`config.mk`:
```
export PLATFORM = sky130hd
export DESIGN_NAME = burst_stream_pacer_unit_flat
export DESIGN_NICKNAME = d
export VERILOG_FILES = /design/src/design/bsp_pkg.sv /design/src/design/bsp_in_if.sv /design/src/design/bsp_out_if.sv /design/src/design/burst_stream_pacer_unit.sv /design/src/flat_wrapper.sv
export SDC_FILE = /design/constraint.sdc
export NUM_CORES = 1
export LEC_CHECK = 0
export BUFFER_PORTS_ARGS = -buffer_cell sky130_fd_sc_hd__buf_4
export CAP_MARGIN = 20
export CORE_MARGIN = 4
export CORE_UTILIZATION = 50
export DETAILED_ROUTE_END_ITERATION = 8
export PLACE_DENSITY = 0.7
export SLEW_MARGIN = 20
export SYNTH_ARGS = -nofsm -noshare
export SYNTH_HDL_FRONTEND = slang
export SYNTH_SLANG_ARGS = --single-unit
```
`constraint.sdc`:
```
create_clock -name clk -period 6.45 [get_ports clk]
set_input_delay 1.935 -clock clk [delete_from_list [all_inputs] [get_ports clk]]
set_output_delay 1.935 -clock clk [all_outputs]
set_load 0.03 [all_outputs]
```
`src/design/bsp_pkg.sv`:
```
// Shared widths, codes and types of the burst stream pacer.
`timescale 1ns / 1ps

package bsp_pkg;

    localparam int GAP_WIDTH         = 8;
    localparam int BURST_COUNT_WIDTH = 16;
    localparam int TOTAL_WIDTH       = 32;
    localparam int CFG_DATA_WIDTH    = 32;
    localparam int CFG_INDEX_WIDTH   = 1;

    typedef enum logic [CFG_INDEX_WIDTH-1:0] {
        CFG_TOTAL_BEATS = 1'b0,
        CFG_BURST_BEATS = 1'b1
    } cfg_reg_t;

    typedef enum logic [3:0] {
        PH_INIT  = 4'b0001,
        PH_DELAY = 4'b0010,
        PH_ACK   = 4'b0100,
        PH_DONE  = 4'b1000
    } phase_t;

endpackage

```
`src/design/bsp_in_if.sv`:
```
// Input channel of the pacer: one transaction per clock tick of the stream model, taken while ready is high.
`timescale 1ns / 1ps

interface bsp_in_if;
    logic                         valid;
    logic                         ready;
    logic                         restart;
    logic                         accepted;
    logic                         partner_last;
    logic [bsp_pkg::GAP_WIDTH-1:0] beat_gap;
    logic [bsp_pkg::GAP_WIDTH-1:0] burst_gap;

    modport source (
        output valid, restart, accepted, partner_last, beat_gap, burst_gap,
        input  ready
    );

    modport sink (
        input  valid, restart, accepted, partner_last, beat_gap, burst_gap,
        output ready
    );
endinterface

```
`src/design/bsp_out_if.sv`:
```
// Result channel of the pacer: active, last and finished flags for each tick.
`timescale 1ns / 1ps

interface bsp_out_if;
    logic valid;
    logic ready;
    logic active;
    logic last_beat;
    logic finished;

    modport source (
        output valid, active, last_beat, finished,
        input  ready
    );

    modport sink (
        input  valid, active, last_beat, finished,
        output ready
    );
endinterface

```
`src/design/burst_stream_pacer_unit.sv`:
```
// Top level of the burst stream pacer: state machine, beat counters and result register.
`timescale 1ns / 1ps

// Channel    Direction  Payload                                          Handshake
// in_ch      sink       restart, accepted, partner_last, beat/burst gap  valid/ready
// out_ch     source     active, last_beat, finished                      valid/ready
// cfg        write      cfg_we, cfg_index, cfg_data                      write enable
//
// The result of each transaction is registered into the output register in the cycle after it is taken.
// A new transaction is taken every cycle, limited only by the single output register.
// When a result is held by the sink, in_ch.ready falls until the result is taken.
// Reset puts the machine in its initial state with clear counters and no result pending.

module burst_stream_pacer_unit (
    input  logic                                  clk,
    input  logic                                  rst_n,
    bsp_in_if.sink                                in_ch,
    bsp_out_if.source                             out_ch,
    input  logic                                  cfg_we,
    input  logic [bsp_pkg::CFG_INDEX_WIDTH-1:0]   cfg_index,
    input  logic [bsp_pkg::CFG_DATA_WIDTH-1:0]    cfg_data
);

    logic [bsp_pkg::TOTAL_WIDTH-1:0]       total_beats_reg;
    logic [bsp_pkg::BURST_COUNT_WIDTH-1:0] burst_beats_reg;

    bsp_pkg::phase_t                       phase_reg, phase_next;
    logic [bsp_pkg::TOTAL_WIDTH-1:0]       total_done_reg, total_done_next;
    logic [bsp_pkg::BURST_COUNT_WIDTH-1:0] burst_done_reg, burst_done_next;
    logic [bsp_pkg::GAP_WIDTH-1:0]         gap_left_reg, gap_left_next;
    logic                                  last_flag_reg, last_flag_next;

    logic out_valid_reg, out_valid_next;
    logic out_active_reg, out_last_reg, out_finished_reg;

    logic                                  in_accept;
    logic [bsp_pkg::TOTAL_WIDTH-1:0]       total_inc;
    logic [bsp_pkg::BURST_COUNT_WIDTH-1:0] burst_inc;
    logic [bsp_pkg::GAP_WIDTH-1:0]         gap_dec;
    logic [bsp_pkg::GAP_WIDTH-1:0]         gap_load;
    logic                                  act, burst_end, total_end, lst;

    assign in_ch.ready = !out_valid_reg || out_ch.ready;
    assign in_accept   = in_ch.valid && in_ch.ready;

    assign total_inc = total_done_reg + bsp_pkg::TOTAL_WIDTH'(1);
    assign burst_inc = burst_done_reg + bsp_pkg::BURST_COUNT_WIDTH'(1);
    assign gap_dec   = gap_left_reg - bsp_pkg::GAP_WIDTH'(1);
    assign gap_load  = (last_flag_reg || in_ch.partner_last) ? in_ch.burst_gap : in_ch.beat_gap;

    always_comb
    begin
        phase_next      = phase_reg;
        total_done_next = total_done_reg;
        burst_done_next = burst_done_reg;
        gap_left_next   = gap_left_reg;
        if (in_ch.restart)
        begin
            phase_next      = bsp_pkg::PH_INIT;
            total_done_next = '0;
            burst_done_next = '0;
            gap_left_next   = '0;
        end
        else
        begin
            case (phase_reg)
                bsp_pkg::PH_INIT:
                begin
                    if ((total_beats_reg == '0) || (total_done_reg < total_beats_reg))
                    begin
                        gap_left_next = in_ch.burst_gap;
                        phase_next    = (in_ch.burst_gap != '0) ? bsp_pkg::PH_DELAY
                                                                : bsp_pkg::PH_ACK;
                    end
                    else
                    begin
                        phase_next = bsp_pkg::PH_DONE;
                    end
                end
                bsp_pkg::PH_DELAY:
                begin
                    gap_left_next = gap_dec;
                    if (gap_dec == '0)
                    begin
                        phase_next = bsp_pkg::PH_ACK;
                    end
                end
                bsp_pkg::PH_ACK:
                begin
                    if (in_ch.accepted)
                    begin
                        total_done_next = total_inc;
                        burst_done_next = burst_inc;
                        if ((total_beats_reg != '0) && (total_inc >= total_beats_reg))
                        begin
                            phase_next = bsp_pkg::PH_DONE;
                        end
                        else
                        begin
                            if (last_flag_reg || in_ch.partner_last)
                            begin
                                burst_done_next = '0;
                            end
                            gap_left_next = gap_load;
                            if (gap_load != '0)
                            begin
                                phase_next = bsp_pkg::PH_DELAY;
                            end
                        end
                    end
                end
                default:
                begin
                    phase_next = phase_reg;
                end
            endcase
        end
    end

    assign act       = (phase_next == bsp_pkg::PH_ACK);
    assign burst_end = (burst_beats_reg != '0) &&
                       (burst_done_next >= (burst_beats_reg - bsp_pkg::BURST_COUNT_WIDTH'(1)));
    assign total_end = (total_beats_reg != '0) &&
                       (total_done_next >= (total_beats_reg - bsp_pkg::TOTAL_WIDTH'(1)));
    assign lst            = act && (burst_end || total_end);
    assign last_flag_next = lst;

    always_comb
    begin
        if (in_accept)
        begin
            out_valid_next = 1'b1;
        end
        else if (out_ch.ready)
        begin
            out_valid_next = 1'b0;
        end
        else
        begin
            out_valid_next = out_valid_reg;
        end
    end

    always_ff @(posedge clk or negedge rst_n)
    begin
        if (!rst_n)
        begin
            total_beats_reg <= '0;
            burst_beats_reg <= '0;
        end
        else if (cfg_we)
        begin
            case (bsp_pkg::cfg_reg_t'(cfg_index))
                bsp_pkg::CFG_TOTAL_BEATS:
                begin
                    total_beats_reg <= cfg_data[bsp_pkg::TOTAL_WIDTH-1:0];
                end
                bsp_pkg::CFG_BURST_BEATS:
                begin
                    burst_beats_reg <= cfg_data[bsp_pkg::BURST_COUNT_WIDTH-1:0];
                end
                default:
                begin
                    total_beats_reg <= total_beats_reg;
                end
            endcase
        end
    end

    always_ff @(posedge clk or negedge rst_n)
    begin
        if (!rst_n)
        begin
            phase_reg      <= bsp_pkg::PH_INIT;
            total_done_reg <= '0;
            burst_done_reg <= '0;
            gap_left_reg   <= '0;
            last_flag_reg  <= 1'b0;
            out_valid_reg  <= 1'b0;
        end
        else
        begin
            out_valid_reg <= out_valid_next;
            if (in_accept)
            begin
                phase_reg      <= phase_next;
                total_done_reg <= total_done_next;
                burst_done_reg <= burst_done_next;
                gap_left_reg   <= gap_left_next;
                last_flag_reg  <= last_flag_next;
            end
        end
    end

    always_ff @(posedge clk)
    begin
        if (in_accept)
        begin
            out_active_reg   <= act;
            out_last_reg     <= lst;
            out_finished_reg <= (phase_next == bsp_pkg::PH_DONE);
        end
    end

    assign out_ch.valid     = out_valid_reg;
    assign out_ch.active    = out_active_reg;
    assign out_ch.last_beat = out_last_reg;
    assign out_ch.finished  = out_finished_reg;

    // A held result must stall the input side.
    assert property (@(posedge clk) disable iff (!rst_n)
        (out_valid_reg && !out_ch.ready) |-> !in_ch.ready)
        else $error("input taken while a result is held");

    // A last beat is only ever flagged on an offered beat.
    assert property (@(posedge clk) disable iff (!rst_n)
        out_valid_reg |-> (!out_last_reg || out_active_reg))
        else $error("last beat flagged without an active beat");

    // Offering a beat and being finished exclude each other.
    assert property (@(posedge clk) disable iff (!rst_n)
        out_valid_reg |-> !(out_active_reg && out_finished_reg))
        else $error("active and finished together");

    // A restart transaction always yields an all-clear result.
    assert property (@(posedge clk) disable iff (!rst_n)
        (in_accept && in_ch.restart) |=> (out_valid_reg && !out_active_reg && !out_finished_reg))
        else $error("restart did not clear the result");

    // The done state is left only through a restart.
    assert property (@(posedge clk) disable iff (!rst_n)
        ((phase_reg == bsp_pkg::PH_DONE) && !(in_accept && in_ch.restart))
            |=> (phase_reg == bsp_pkg::PH_DONE))
        else $error("done state left without restart");

endmodule
```
`src/flat_wrapper.sv`:
```
// flat-port wrapper written by rule: the top's interface ports become plain ports
module burst_stream_pacer_unit_flat 
  (clk, rst_n, cfg_we, cfg_index, cfg_data, in_ch_valid, in_ch_restart, in_ch_accepted, in_ch_partner_last, in_ch_beat_gap, in_ch_burst_gap, in_ch_ready, out_ch_valid, out_ch_active, out_ch_last_beat, out_ch_finished, out_ch_ready);
  bsp_in_if in_ch_i ();
  bsp_out_if out_ch_i ();
  input  logic clk;
  input  logic rst_n;
  input  logic cfg_we;
  input  logic [bsp_pkg::CFG_INDEX_WIDTH-1:0] cfg_index;
  input  logic [bsp_pkg::CFG_DATA_WIDTH-1:0] cfg_data;
  input wire logic [$bits(in_ch_i.valid)-1:0] in_ch_valid;
  input wire logic [$bits(in_ch_i.restart)-1:0] in_ch_restart;
  input wire logic [$bits(in_ch_i.accepted)-1:0] in_ch_accepted;
  input wire logic [$bits(in_ch_i.partner_last)-1:0] in_ch_partner_last;
  input wire logic [$bits(in_ch_i.beat_gap)-1:0] in_ch_beat_gap;
  input wire logic [$bits(in_ch_i.burst_gap)-1:0] in_ch_burst_gap;
  output wire logic [$bits(in_ch_i.ready)-1:0] in_ch_ready;
  output wire logic [$bits(out_ch_i.valid)-1:0] out_ch_valid;
  output wire logic [$bits(out_ch_i.active)-1:0] out_ch_active;
  output wire logic [$bits(out_ch_i.last_beat)-1:0] out_ch_last_beat;
  output wire logic [$bits(out_ch_i.finished)-1:0] out_ch_finished;
  input wire logic [$bits(out_ch_i.ready)-1:0] out_ch_ready;
  assign in_ch_i.valid = in_ch_valid;
  assign in_ch_i.restart = in_ch_restart;
  assign in_ch_i.accepted = in_ch_accepted;
  assign in_ch_i.partner_last = in_ch_partner_last;
  assign in_ch_i.beat_gap = in_ch_beat_gap;
  assign in_ch_i.burst_gap = in_ch_burst_gap;
  assign in_ch_ready = in_ch_i.ready;
  assign out_ch_valid = out_ch_i.valid;
  assign out_ch_active = out_ch_i.active;
  assign out_ch_last_beat = out_ch_i.last_beat;
  assign out_ch_finished = out_ch_i.finished;
  assign out_ch_i.ready = out_ch_ready;
  burst_stream_pacer_unit u_core (.clk(clk), .rst_n(rst_n), .in_ch(in_ch_i), .out_ch(out_ch_i), .cfg_we(cfg_we), .cfg_index(cfg_index), .cfg_data(cfg_data));
endmodule
```
==> results.yml <==
logic_synthesis:
  synth-edff-count: 3
  synth_seq_area_share_pct: 29.3
  synthArstFlopShare_pct: 97.3
  ys_ff_latch: 113
  muxShareOfSynthArea_pct: 2.77
  yosys_most_used_dff: "dfrtp_1"
  synthSimpleGateAreaFrac_pct: 22.5
  netlist_area_mm2: 0.00971
  avgSynthCellArea_um2: 8.26
  synthAdderAreaFrac_pct: 15.2
  syn_nets: 1350
  yosys.area_share.xor_xnor_pct: 10.8
  yosysWarningCount: 0
  syn_inst: 1175
  ys_types: 67
  synth_compound_area_share_pct: 15.1
  synth_top_family_by_area: "simple AND/OR/NAND/NOR gates"
cts:
  clkTransAtPathRegs_ns: 0.05
  cts_buffers: 17
  root_buffer: "clkbuf_16"
  tritoncts: "built"
  cts_sinks: 113
  cts_hold_buffers: 0
  clk_latency_ns: 0.42
  h-tree-depth: 4
  clock_path_buffers: 2
worst_setup_path:
  r2r_end: "u_core.out_ch.last_beat$_DFFE_PP_"
  path_class: "reg2reg"
  required_ns: 6.61
  r2r.worst_path.cells: 28
  cp-start-kind: "register"
  cp_num_buf_inv: 4
  cp_max_fo: 17
  cp_slowest_cell: "or4_4"
  r2r-start: "u_core.total_done_reg[7]$_DFFE_PN0P_"
  crit_arrival_ns: 6.17
  crit_family: "compound AO/OA/AOI/OAI gates"
  endpoint_kind: "register"
  crit_top_cell: "nor2_1"
  cpPeakStageDelay_ns: 0.55
  r2r_slack_ns: 0.44
die:
  rows: 50
  start_util_pct: 51.4
  dieArea_mm2: 0.0217
  die_w_um: 147
  die_y_um: 147
  io_pins: 62
  core_area_mm2: 0.0189
global_route:
  antenna_found_initial: 1
  grt_overflow_total: 0
  grt_max_degree: 75
  grt_pass1_vias: 8184
  grt_usage_pct: 23.3
  grt_first_pass_wirelength_mm: 41.0
sta:
  fin_ws_ns: 0.436
  clock-skew-final_ns: 0.00870
  setup_viol: 0
  hold_viol_final: 0
  finalCritPeriodShare_pct: 93.2
  relSlewSlack_pct: 24.4
  worstMarginPinSlew_ns: 1.11
  fmax_mhz: 166
  period_needed_ns: 6.01
  slew_violations: 0
outcome:
  outcome: "completed"
power_and_ir_drop:
  ir_drop_mv: 0.212
  power_density_mw_per_mm2: 221
  power.leakage_nw: 4.97
finish:
  fill_cells: 1729
  drive_above_1_share_pct: 14.9
  synthToLayoutAreaGrowth_pct: 15.7
  n_antenna_cell: 0
  seq_area_mm2: 0.00284
  fin_nets: 1422
  design_area_mm2: 0.0112
  multi_input_area_mm2: 0.00653
min_path:
  holdCritPathClass: "reg2reg"
  min_to: "u_core.last_flag_reg$_DFFE_PN0P_"
  whs_path_depth: 2
  min_from: "u_core.last_flag_reg$_DFFE_PN0P_"
detailed_routing:
  drtPass1Iterations: 6
  post_drt_via_cell_ratio: 5.70
  drcViolationCount: 0
  totalWireLength_mm: 25.3
  wl_per_cell_um: 16.7
  num_vias: 8655
  ant_nets: 0
  drtIter0Drc: 480
place:
  place_hpwl_mm: 19.2
  pre_cts_slack_ns: -0.0936
  placed_cell_area_mm2: 0.0106
  port-buffer-count: 61
  gp_congestion: 0.897
run:
  maxCapViolCount: 0
stage by stage:
| stage | util [%] | power [mW] | instances | hold WS [ns] | TNS [ns] |
|---|---|---|---|---|---|
| 2_1_floorplan | - | 1.37 | 1175 | 0.449 | 0 |
| 3_3_place_gp | 55.9 | 1.55 | 1483 | 0.477 | 0 |
| 3_5_place_dp | 55.9 | 1.56 | 1483 | 0.486 | -0.0936 |
| 4_1_cts | 58.9 | 2.49 | 1514 | 0.497 | 0 |
| 5_1_grt | 59.5 | 2.62 | 1519 | 0.525 | -0.0925 |
| 6_report | 59.5 | 2.48 | 1519 | 0.500 | 0 |
worst min-delay path, cell delays in order (launching register included):
cell and delay (ns):
dfrtp_1 0.36, nand2_1 0.07, o41ai_2 0.05
per-layer routing:
layer  track usage (%)  vias up  share of wire (%)
met5                 0        -              0.036
met4              6.57        2                2.0
met3              3.89       37                5.1
met2              38.0      194                 46
met1              32.0     4082                 47
li1                  -     4340                  -
cell type report:
type,count,share of cell area (%)
well taps,260,2.90
clock inverters,11,1.01
flip-flops and latches,113,25.3
clock buffers,20,4.07
repair buffers,102,6.82
multi-input cells,959,58.1
inverters,54,1.80
power by group:
part | total, mW | switching (mW) | internal, mW
logic | 0.665 | 0.382 | 0.283
clock network | 0.912 | 0.331 | 0.581
registers | 0.903 | 0.113 | 0.790
total | 2.48 | 0.825 | 1.65
synth_stat cells (all sizes together) (3+ instances only):
library cell / number / area [um2]
o211ai: 5 / 37.5
edfxtp: 3 / 90.1
and3: 17 / 111
a211oi: 11 / 95.1
dfrtp: 109 / 2730
nand2: 164 / 616
a21oi: 50 / 262
clkbuf: 42 / 178
nand4: 29 / 181
o21a: 3 / 22.5
o31ai: 34 / 260
a221oi: 9 / 78.8
buf: 7 / 37.5
nor2: 127 / 477
a22oi: 3 / 22.5
nand3: 30 / 150
and2: 3 / 20.0
or3: 7 / 43.8
nand2b: 6 / 37.5
a2111oi: 5 / 43.8
nand3b: 3 / 22.5
o221ai: 4 / 35.0
xnor2: 77 / 674
nor2b: 3 / 18.8
and4: 3 / 26.3
nor4: 20 / 125
a21o: 4 / 30.0
nor4b: 4 / 35.0
or2: 3 / 18.8
mux2: 23 / 259
nor3: 32 / 160
o21ai: 86 / 438
ha: 118 / 1480
xor2: 43 / 377
or4: 11 / 91.3
inv: 54 / 203
cell families (layout without fill, tap and decap cells):
family          Yosys count  after routing
compound gates          230            230
simple gates            467            467
xor+xnor                120            120
flops                   113            113
buf+inv                 103            187
mux                      24             24
fa+ha+maj               118            118
repair_timing:
item / CTS / global route
setup endpoints to repair: 2 / 2
pin swaps: 0 / 7
setup buffers: 0 / 5
resized for setup: 2 / 15
placed cells by master (no fill, tap or decap), types with 3 or more instances in the layout:
cell and instances:
or4_1 5, a211oi_1 8, nand3_1 30, inv_1 54, nand2b_1 6, o31ai_1 33
mux2_2 23, a221oi_1 9, ha_1 118, and3_1 15, a21o_1 4, nor4_1 19
dfrtp_1 109, o21ai_0 82, o221ai_1 4, xor2_1 43, nand2_1 163, clkinv_2 6
clkbuf_16 17, nand4_1 29, and4_1 3, nor2_1 127, nand3b_1 3, a21oi_1 48
o21a_1 3, buf_4 102, a22oi_1 3, nor3_1 32, a2111oi_0 4, xnor2_1 77
o211ai_1 5, nor4b_1 4, or4_4 5, or3_1 7, edfxtp_1 3
worst max-delay path by stage:
stage	start	to	slack (ns)	cells past startpoint
global route	u_core.total_done_reg[10]$_DFFE_PN0P_	u_core.out_ch.last_beat$_DFFE_PP_	-0.05	28
finish	u_core.total_done_reg[7]$_DFFE_PN0P_	u_core.out_ch.last_beat$_DFFE_PP_	0.44	28
CTS	u_core.total_done_reg[7]$_DFFE_PN0P_	u_core.out_ch.last_beat$_DFFE_PP_	0.01	27
detailed placement	u_core.total_done_reg[7]$_DFFE_PN0P_	u_core.out_ch.last_beat$_DFFE_PP_	-0.09	26
global placement	u_core.total_done_reg[8]$_DFFE_PN0P_	u_core.out_ch.last_beat$_DFFE_PP_	0.04	26
floorplan	u_core.total_done_reg[12]$_DFFE_PN0P_	u_core.out_ch.last_beat$_DFFE_PP_	0.11	27
Note: power is estimated with default switching activity, not from simulation.
